$ cat config.mk
export PLATFORM = sky130hd
export DESIGN_NAME = k_smallest_cost_selector_core_flat
export DESIGN_NICKNAME = d
export VERILOG_FILES = /design/src/kscs_pkg.sv /design/src/kscs_in_if.sv /design/src/kscs_out_if.sv /design/src/k_smallest_cost_selector_core.sv /design/src/kscs_cell.sv /design/src/flat_wrapper.sv
export SDC_FILE = /design/constraint.sdc
export NUM_CORES = 2
export LEC_CHECK = 0
export ABC_AREA = 1
export CORE_UTILIZATION = 43
export DETAILED_ROUTE_END_ITERATION = 8
export DONT_BUFFER_PORTS = 1
export SETUP_SLACK_MARGIN = 0.15
export SLEW_MARGIN = 10
export SYNTH_ARGS = -nofsm -noshare
export SYNTH_HDL_FRONTEND = slang
export SYNTH_HIERARCHICAL = 1
export SYNTH_SLANG_ARGS = --single-unit
$ cat constraint.sdc
create_clock -name clk -period 8 [get_ports clk]
set_input_delay 0.8 -clock clk [delete_from_list [all_inputs] [get_ports clk]]
set_output_delay 0.8 -clock clk [all_outputs]
set_load 0.03 [all_outputs]
$ cat src/kscs_pkg.sv
// Package: shared constants, cell entry and cell control types for the selector.
`timescale 1ns / 1ps
package kscs_pkg;

  localparam int MAX_MODES  = 8;
  localparam int MAX_HIDDEN = 4096;
  localparam int COST_BITS  = 32;
  localparam int INDEX_BITS = 12;
  localparam int RANK_BITS  = 3;
  localparam int MODE_BITS  = 4;
  localparam int COUNT_BITS = 13;
  localparam int SUM_BITS   = 40;
  localparam int TOTAL_BITS = 48;

  localparam logic signed [COST_BITS-1:0] COST_MAX = {1'b0, {(COST_BITS-1){1'b1}}};

  typedef enum logic [1:0] {
    OP_HOLD,
    OP_INSERT,
    OP_ROTATE,
    OP_CLEAR
  } cell_op_t;

  typedef struct packed {
    logic signed [COST_BITS-1:0] cost;
    logic [INDEX_BITS-1:0]       index;
    logic                        valid;
  } entry_t;

  typedef struct packed {
    cell_op_t                    op;
    logic signed [COST_BITS-1:0] cost;
    logic [INDEX_BITS-1:0]       index;
  } cell_ctrl_t;

  localparam entry_t ENTRY_EMPTY = '{cost: COST_MAX, index: '0, valid: 1'b0};

endpackage

$ cat src/kscs_in_if.sv
// Interface: input cost channel with valid/ready handshake.
`timescale 1ns / 1ps
interface kscs_in_if;
  logic                                         valid;
  logic                                         ready;
  logic signed [kscs_pkg::COST_BITS-1:0]        cost;
  logic                                         last_of_type;
  logic                                         first_of_set;

  modport source (output valid, cost, last_of_type, first_of_set, input ready);
  modport sink   (input valid, cost, last_of_type, first_of_set, output ready);
endinterface

$ cat src/kscs_out_if.sv
// Interface: result channel with valid/ready handshake.
`timescale 1ns / 1ps
interface kscs_out_if;
  logic                                         valid;
  logic                                         ready;
  logic [kscs_pkg::RANK_BITS-1:0]               rank;
  logic [kscs_pkg::INDEX_BITS-1:0]              hidden_index;
  logic signed [kscs_pkg::COST_BITS-1:0]        selected_cost;
  logic                                         slot_filled;
  logic signed [kscs_pkg::SUM_BITS-1:0]         type_sum;
  logic signed [kscs_pkg::TOTAL_BITS-1:0]       running_total;
  logic                                         last_of_run;

  modport source (output valid, rank, hidden_index, selected_cost, slot_filled,
                  type_sum, running_total, last_of_run, input ready);
  modport sink   (input valid, rank, hidden_index, selected_cost, slot_filled,
                  type_sum, running_total, last_of_run, output ready);
endinterface

$ cat src/k_smallest_cost_selector_core.sv
// Top level: k-smallest cost selector built from a chain of sorting cells.
//
// Costs enter on the "costs" channel, one transfer per cycle while the block
// is idle, and are numbered by arrival within their type. A chain of MAX_MODES
// cells keeps the smallest costs in rank order (earlier arrival wins ties).
// The transfer that carries last_of_type is inserted like any other; then the
// block stops taking costs, rotates the chain once around to add up the first
// modes_in_use ranks (modes_in_use 0 acts as 1, above MAX_MODES as MAX_MODES),
// updates the running total, and sends that many results on the "results"
// channel, one per cycle while the receiver takes them, rank 0 first. Results
// sit in an output register; a stalled receiver holds the emit phase but costs
// are taken again as soon as the final result is loaded. The user must write
// modes_in_use through cfg_we/cfg_data only while idle; the block does not
// enforce this.
// Synchronous reset empties the chain, clears the arrival count and the
// running total, and sets modes_in_use to 1.
`timescale 1ns / 1ps
module k_smallest_cost_selector_core (
  input  logic                            clk,
  input  logic                            rst,
  input  logic                            cfg_we,
  input  logic [kscs_pkg::MODE_BITS-1:0]  cfg_data,
  kscs_in_if.sink                         costs,
  kscs_out_if.source                      results
);
  import kscs_pkg::*;

  typedef enum logic [1:0] {
    ST_IDLE,
    ST_SUM,
    ST_TOTAL,
    ST_EMIT
  } state_t;

  state_t                         state;
  logic [MODE_BITS-1:0]           modes;
  logic [COUNT_BITS-1:0]          count;
  logic [RANK_BITS-1:0]           step;
  logic signed [SUM_BITS-1:0]     sum_acc;
  logic signed [TOTAL_BITS-1:0]   total;

  logic                           out_valid;
  logic [RANK_BITS-1:0]           out_rank;
  logic [INDEX_BITS-1:0]          out_index;
  logic signed [COST_BITS-1:0]    out_cost;
  logic                           out_filled;
  logic signed [SUM_BITS-1:0]     out_sum;
  logic signed [TOTAL_BITS-1:0]   out_total;
  logic                           out_last;

  entry_t                         ent [MAX_MODES];
  logic                           ins [MAX_MODES];
  cell_ctrl_t                     ctrl;

  logic [MODE_BITS-1:0]           m_eff;
  logic [MODE_BITS-1:0]           m_last;
  logic                           step_is_last;
  logic                           accept;
  logic                           load;
  logic                           room;
  logic signed [TOTAL_BITS:0]     total_wide;
  logic signed [TOTAL_BITS-1:0]   total_next;

  assign costs.ready = (state == ST_IDLE);
  assign accept      = costs.valid && costs.ready;
  assign load        = (state == ST_EMIT) && (!out_valid || results.ready);
  assign room        = (count < COUNT_BITS'(MAX_HIDDEN));

  always_comb begin
    if (modes == '0) begin
      m_eff = MODE_BITS'(1);
    end else if (modes > MODE_BITS'(MAX_MODES)) begin
      m_eff = MODE_BITS'(MAX_MODES);
    end else begin
      m_eff = modes;
    end
    m_last       = m_eff - MODE_BITS'(1);
    step_is_last = ({{(MODE_BITS-RANK_BITS){1'b0}}, step} == m_last);
  end

  always_comb begin
    total_wide = {total[TOTAL_BITS-1], total}
               + {{(TOTAL_BITS+1-SUM_BITS){sum_acc[SUM_BITS-1]}}, sum_acc};
    if (total_wide[TOTAL_BITS] != total_wide[TOTAL_BITS-1]) begin
      total_next = total_wide[TOTAL_BITS] ? {1'b1, {(TOTAL_BITS-1){1'b0}}}
                                          : {1'b0, {(TOTAL_BITS-1){1'b1}}};
    end else begin
      total_next = total_wide[TOTAL_BITS-1:0];
    end
  end

  always_comb begin
    ctrl.op    = OP_HOLD;
    ctrl.cost  = costs.cost;
    ctrl.index = count[INDEX_BITS-1:0];
    case (state)
      ST_IDLE: begin
        if (accept && room) begin
          ctrl.op = OP_INSERT;
        end
      end
      ST_SUM:  ctrl.op = OP_ROTATE;
      ST_EMIT: begin
        if (load) begin
          ctrl.op = step_is_last ? OP_CLEAR : OP_ROTATE;
        end
      end
      default: ctrl.op = OP_HOLD;
    endcase
  end

  for (genvar i = 0; i < MAX_MODES; i++) begin : g_cell
    entry_t left_ent;
    logic   left_ins;
    if (i == 0) begin : g_head
      assign left_ent = ENTRY_EMPTY;
      assign left_ins = 1'b0;
    end else begin : g_body
      assign left_ent = ent[i-1];
      assign left_ins = ins[i-1];
    end
    kscs_cell u_cell (
      .clk      (clk),
      .rst      (rst),
      .ctrl     (ctrl),
      .left_ent (left_ent),
      .left_ins (left_ins),
      .rot_src  (ent[(i + 1) % MAX_MODES]),
      .ent      (ent[i]),
      .ins      (ins[i])
    );
  end

  always_ff @(posedge clk) begin
    if (rst) begin
      state     <= ST_IDLE;
      modes     <= MODE_BITS'(1);
      count     <= '0;
      step      <= '0;
      sum_acc   <= '0;
      total     <= '0;
      out_valid <= 1'b0;
    end else begin
      if (cfg_we) begin
        modes <= cfg_data;
      end
      if (results.valid && results.ready && !load) begin
        out_valid <= 1'b0;
      end
      case (state)
        ST_IDLE: begin
          if (accept) begin
            if (costs.first_of_set) begin
              total <= '0;
            end
            if (room) begin
              count <= count + COUNT_BITS'(1);
            end
            if (costs.last_of_type) begin
              state   <= ST_SUM;
              step    <= '0;
              sum_acc <= '0;
            end
          end
        end
        ST_SUM: begin
          if ({{(MODE_BITS-RANK_BITS){1'b0}}, step} < m_eff) begin
            sum_acc <= sum_acc
                     + {{(SUM_BITS-COST_BITS){ent[0].cost[COST_BITS-1]}}, ent[0].cost};
          end
          if (step == RANK_BITS'(MAX_MODES - 1)) begin
            state <= ST_TOTAL;
            step  <= '0;
          end else begin
            step <= step + RANK_BITS'(1);
          end
        end
        ST_TOTAL: begin
          total <= total_next;
          state <= ST_EMIT;
        end
        ST_EMIT: begin
          if (load) begin
            out_valid  <= 1'b1;
            out_rank   <= step;
            out_index  <= ent[0].index;
            out_cost   <= ent[0].cost;
            out_filled <= ent[0].valid;
            out_sum    <= sum_acc;
            out_total  <= total;
            out_last   <= step_is_last;
            if (step_is_last) begin
              state <= ST_IDLE;
              step  <= '0;
              count <= '0;
            end else begin
              step <= step + RANK_BITS'(1);
            end
          end
        end
        default: state <= ST_IDLE;
      endcase
    end
  end

  assign results.valid         = out_valid;
  assign results.rank          = out_rank;
  assign results.hidden_index  = out_index;
  assign results.selected_cost = out_cost;
  assign results.slot_filled   = out_filled;
  assign results.type_sum      = out_sum;
  assign results.running_total = out_total;
  assign results.last_of_run   = out_last;

endmodule

$ cat src/kscs_cell.sv
// Sorting cell: holds one ranked entry, inserts, shifts from its neighbor, rotates or clears.
`timescale 1ns / 1ps
module kscs_cell (
  input  logic                  clk,
  input  logic                  rst,
  input  kscs_pkg::cell_ctrl_t  ctrl,
  input  kscs_pkg::entry_t      left_ent,
  input  logic                  left_ins,
  input  kscs_pkg::entry_t      rot_src,
  output kscs_pkg::entry_t      ent,
  output logic                  ins
);
  import kscs_pkg::*;

  assign ins = !ent.valid || ($signed(ctrl.cost) < $signed(ent.cost));

  always_ff @(posedge clk) begin
    if (rst) begin
      ent <= ENTRY_EMPTY;
    end else begin
      case (ctrl.op)
        OP_INSERT: begin
          if (left_ins) begin
            ent <= left_ent;
          end else if (ins) begin
            ent <= '{cost: ctrl.cost, index: ctrl.index, valid: 1'b1};
          end
        end
        OP_ROTATE: ent <= rot_src;
        OP_CLEAR:  ent <= ENTRY_EMPTY;
        default:   ent <= ent;
      endcase
    end
  end
endmodule
$ cat src/flat_wrapper.sv
// flat-port wrapper written by rule: the top's interface ports become plain ports
module k_smallest_cost_selector_core_flat import kscs_pkg::*;
  (clk, rst, cfg_we, cfg_data, costs_valid, costs_cost, costs_last_of_type, costs_first_of_set, costs_ready, results_valid, results_rank, results_hidden_index, results_selected_cost, results_slot_filled, results_type_sum, results_running_total, results_last_of_run, results_ready);
  kscs_in_if costs_i ();
  kscs_out_if results_i ();
  input  logic clk;
  input  logic rst;
  input  logic cfg_we;
  input  logic [kscs_pkg::MODE_BITS-1:0] cfg_data;
  input wire logic [$bits(costs_i.valid)-1:0] costs_valid;
  input wire logic [$bits(costs_i.cost)-1:0] costs_cost;
  input wire logic [$bits(costs_i.last_of_type)-1:0] costs_last_of_type;
  input wire logic [$bits(costs_i.first_of_set)-1:0] costs_first_of_set;
  output wire logic [$bits(costs_i.ready)-1:0] costs_ready;
  output wire logic [$bits(results_i.valid)-1:0] results_valid;
  output wire logic [$bits(results_i.rank)-1:0] results_rank;
  output wire logic [$bits(results_i.hidden_index)-1:0] results_hidden_index;
  output wire logic [$bits(results_i.selected_cost)-1:0] results_selected_cost;
  output wire logic [$bits(results_i.slot_filled)-1:0] results_slot_filled;
  output wire logic [$bits(results_i.type_sum)-1:0] results_type_sum;
  output wire logic [$bits(results_i.running_total)-1:0] results_running_total;
  output wire logic [$bits(results_i.last_of_run)-1:0] results_last_of_run;
  input wire logic [$bits(results_i.ready)-1:0] results_ready;
  assign costs_i.valid = costs_valid;
  assign costs_i.cost = costs_cost;
  assign costs_i.last_of_type = costs_last_of_type;
  assign costs_i.first_of_set = costs_first_of_set;
  assign costs_ready = costs_i.ready;
  assign results_valid = results_i.valid;
  assign results_rank = results_i.rank;
  assign results_hidden_index = results_i.hidden_index;
  assign results_selected_cost = results_i.selected_cost;
  assign results_slot_filled = results_i.slot_filled;
  assign results_type_sum = results_i.type_sum;
  assign results_running_total = results_i.running_total;
  assign results_last_of_run = results_i.last_of_run;
  assign results_i.ready = results_ready;
  k_smallest_cost_selector_core u_core (.clk(clk), .rst(rst), .cfg_we(cfg_we), .cfg_data(cfg_data), .costs(costs_i), .results(results_i));
endmodule
# Yosys cells after proc, flatten, opt, wreduce, memory -nomap -nowiden
# Index checks and enable logic that the tools add are counted.
# op_classes
order_cmp	11
mux	58
eq_ne	25
bitwise_logic	1
addsub	5
reduce_logical	45
# ops
cell	count
45-bit case mux with 3 select lines	8
45-bit 2-to-1 mux	15
32-bit less-than comparator	8
48-bit 2-to-1 mux	4
40-bit 2-to-1 mux	3
48-bit case mux with 2 select lines	1
40-bit case mux with 2 select lines	1
13-bit 2-to-1 mux	4
48-bit by 40-bit adder with 49-bit output	1
40-bit adder	1
13-bit case mux with 2 select lines	1
3-bit != test, second input constant	7
2-bit AND reduction	8
3-bit 2-to-1 mux	5
13-bit by 1-bit adder with 13-bit output, second input constant	1
13-bit less-than comparator, second input constant	1
2-bit 2-to-1 mux	6
1-bit zero test	10
2-bit != test, second input constant	5
5-bit AND reduction	2
1-bit logical OR	9
3-bit case mux with 3 select lines	1
2-bit == test, second input constant	4
4-bit 2-to-1 mux	2
20 further kinds	37
# totals
regBits	608
out_inout_bits	139
elab_cells	183

# Depth between registers and ports, before layout
# logic_depth
ltp_word	11
ltp_mapped	22

# Cells and area by module
# Netlist, hierarchy kept.
# by_module_without_submodules
mod	area_each_um2	cells_per_inst	n_inst
kscs_cell at u_core.g_cell[0].u_cell ...	3538.4	554	7
k_smallest_cost_selector_core	15651.3	2077	1
kscs_cell at u_core.g_cell[7].u_cell	3533.4	553	1

# Worst setup path after synthesis
# No wires, ideal clock.
# synth_timing
path_kind	in2reg
start	in rst
end	reg u_core.out_index[0] (netlist: u_core/results.hidden_index[0]) (enable)
t_required_ns	7.365
arrival_time_ns	6.896
setup_ns	0.635
n_path_buf	2
slack_ns	0.469
cell_stages	3
cell_sequence	clkbuf_1 > clkbuf_1 > nor2_1
# synth_via
elab_chain_cells	2
# synth_rtl
item	line_no	rtl
start: declaration	flat_wrapper.sv:7	input logic rst;
1-bit inverter (no source line)	-	
3-bit AND reduction (no source line)	-	
end signal: assignment	k_smallest_cost_selector_core.sv:186	out_index <= ent[0].index;
end: declaration	k_smallest_cost_selector_core.sv:44	logic [INDEX_BITS-1:0] out_index;
# No other way between the ends.
# A chain may end at the register's enable or synchronous reset.

# Final worst setup path
# layout_timing
start	reg u_core/g_cell[2].u_cell/ent[18] (netlist name)
end	reg u_core/g_cell[3].u_cell/ent[36] (netlist name)
# layout_via
elab_chain_cells	4
elab_cells_between_ends	6
classes_between	order compare: 1; eq/ne: 1; mux: 2; reduce/logical: 2
# layout_rtl
item	line_no	rtl
32-bit less-than comparator (*)	kscs_cell.sv:15	assign ins = !ent.valid || ($signed(ctrl.cost) < $signed(ent.cost));
1-bit logical OR (*)	kscs_cell.sv:15	
via u_core.g_cell[3].left_ins	k_smallest_cost_selector_core.sv:114	logic left_ins;
45-bit 2-to-1 mux or 3-bit != test (tied branches)	-	
45-bit case mux with 3 select lines or 2-bit AND reduction (tied branches)	-	
# The timed path passes the listed nets; every way through them passes the cells marked *.

==> results by group <==
Status
  • Status: finished, final reports clean

Global route
  • Initial antenna violation count: 11
  • Vias in the first global route: 40970
  • Pin count of the biggest net entering global routing: 177
  • Overflow after GRT: 0
  • GRT Total Usage: 0.3201
  • First-pass GRT wire length: 255100 µm

Hold path
  • Hold Startpoint: rst
  • Worst hold path type: in2reg

Routing
  • WL per Instance: 21.83 µm
  • Initial DRC Count: 4835
  • Via count: 44510
  • ANT nets after route: 0
  • DRC errors left: 0
  • Routed WL: 169900 µm
  • Post-DR vias/cell: 5.717
  • Length of the first detailed-routing pass in iterations: 6

Power and ir drop
  • Pwr Density: 461.9 nW/µm²
  • Total power: 21.82 mW
  • Pleak: 24.10 nW
  • Peak supply drop: 0.0003107 V

Layout
  • Synth-to-Final Area Change: 7.473%
  • Commonest non-fill, non-tap cells in the layout: 1563 x nand2_1, 891 x a21oi_1, 721 x nor2_1, 584 x inv_1, 475 x nand3_1
  • Fin cells: 7786
  • Most common cell after layout, fill and taps aside: nand2_1
  • Ant diodes: 0
  • Fraction of layout cells with a size suffix above 1: 0.08337
  • Util after Layout: 0.4689
  • Final #Nets: 6758
  • # fillers: 10440

Floorplanning
  • Row count: 116
  • Die Span Y: 321.7 µm
  • Core ar.: 100700 µm²
  • Starting density of the core: 0.4363
  • I/O Pins: 182
  • DIE AREA: 103500 µm²
  • Die width: 321.7 µm

Critical path
  • Cell Chain, Critical Path: inv_1 > ha_1 > a21oi_1 > nor2_1 > nor3_2 > nand2_1 > nand2_1 > nand2_1 > nand2_1 > nand2_1 > nand2_1 > nand3_1 > inv_2 > buf_4 > nand4_1 > nand2_2 > nand2_2 > nand2_1 > nand3_1
  • Slowest-stage cell, CP: nand2_2
  • Crit-path max cell delay: 0.89 ns
  • Crit path from: u_core/g_cell[2].u_cell/ent[18]
  • Worst path arrival time: 5.43 ns
  • Crit end category: flop
  • Crit Path Max Fanout: 46
  • Critical path class: reg2reg
  • Worst Path Required: 8.50 ns
  • Worst R2R Start: u_core/g_cell[2].u_cell/ent[18]
  • CP startpoint kind: flop
  • Most used cell, CP: nand2_1

STA
  • Final worst setup slack: 3.066 ns
  • RSZ-0062 raised after global routing: false
  • Max-slew headroom: 0.1692
  • Final worst path period share: 0.6168
  • Final Skew: 0.02797 ns
  • Final setup viols: 0
  • Crit path time final: 4.934 ns
  • Slew Viols, Final: 0
  • Worst Max-Slew Pin Slew: 1.246 ns
  • Fmax: 0.2027 GHz
  • Setup tns final: 0 ns
  • Hold Fails Final Rpt: 0

Placed design
  • Dpl hpwl: 114300 µm
  • Port buffer count: 0
  • Dpl cells: 7646
  • Pre-CTS setup slack: 2.973 ns
  • Final GP Congestion: 0.9827

Clocking
  • Skew-Pair Late Insertion Delay: 0.65 ns
  • CTS tree: done
  • H-tree Lvls: 3
  • Clock Root Buffer: clkbuf_16
  • Clk buf depth: 3
  • CTS Buf Count: 76
  • Reg clk slew, reported paths: 0.07 ns
  • Post-CTS Resized: 0
  • Setup bufs post-CTS: 0
  • Clock sinks: 608
  • # hold bufs at CTS: 0

Synthesis
  • Mapped Avg Cell Area: 6.754 µm²
  • YS warnings: 6
  • Post-Synthesis Cells: 6507
  • Cell area after synthesis: 43950 µm²

Run
  • Max-cap violations: 0
-- power by group --
part / switching (mW) / total, mW / internal, mW
sequential: 1.49 / 5.71 / 4.22
combinational: 8.42 / 12.6 / 4.15
clock: 1.47 / 3.54 / 2.07
total: 11.4 / 21.8 / 10.4
-- worst max-delay path, delay by kind of cell, from the launching register on --
family	cells	cell delay, ns
AO/OA/AOI/OAI	1	0.15
flip-flops	1	0.38
buffers and inverters	3	0.72
adder cells (fa/ha/maj)	1	0.30
AND/OR/NAND/NOR	14	3.18
-- registers in the layout, indices dropped and copies added (netlist names) --
| register | count |
|---|---|
| u_core/results.selected_cost | 32 |
| u_core/g_cell.u_cell/ent | 360 |
| u_core/results.last_of_run | 1 |
| u_core/modes | 4 |
| u_core/results.type_sum | 40 |
| u_core/state | 2 |
| u_core/results.valid | 1 |
| u_core/results.rank | 3 |
| u_core/sum_acc | 40 |
| u_core/results.slot_filled | 1 |
| u_core/step | 3 |
| u_core/results.running_total | 48 |
| u_core/total | 48 |
| u_core/results.hidden_index | 12 |
| u_core/count | 13 |
-- per-stage QoR --
step	cell area, µm²	hold slack [ns]
after global placement	44720	0.4437
after CTS	47230	0.2024
after global routing	47230	0.2000
final	47230	0.2275
after detailed placement	44720	0.4459
after floorplan	44110	0.4236
-- area by class of cell --
type                    count  area [µm²]  area share
well taps                1357        1698     0.03595
clock inverters            35       341.6    0.007232
inverters                 633        2376     0.05030
multi-input cells        4983       26590      0.5629
repair buffers             65       513.0     0.01086
clock buffers             105        2175     0.04604
flip-flops and latches    608       13540      0.2867
-- layer usage --
layer | share of wire | up-vias | track usage
li1 | - | 21180 | -
met3 | 0.094 | 346 | 0.06552
met1 | 0.44 | 20960 | 0.4316
met4 | 0.038 | 10 | 0.1240
met5 | 0.00041 | - | 0
met2 | 0.43 | 2012 | 0.4984
-- path summary, 6_finish.rpt --
path / slack (ns) / to / cells past startpoint
setup / recovery: 3.07 / u_core/g_cell[3].u_cell/ent[36] / 19
setup reg to reg: 3.07 / u_core/g_cell[3].u_cell/ent[36] / 19
hold reg to reg: 0.46 / u_core/modes[0] / 2
hold / removal: 0.23 / u_core/total[25] / 1
Note: power is estimated with default switching activity, not from simulation.
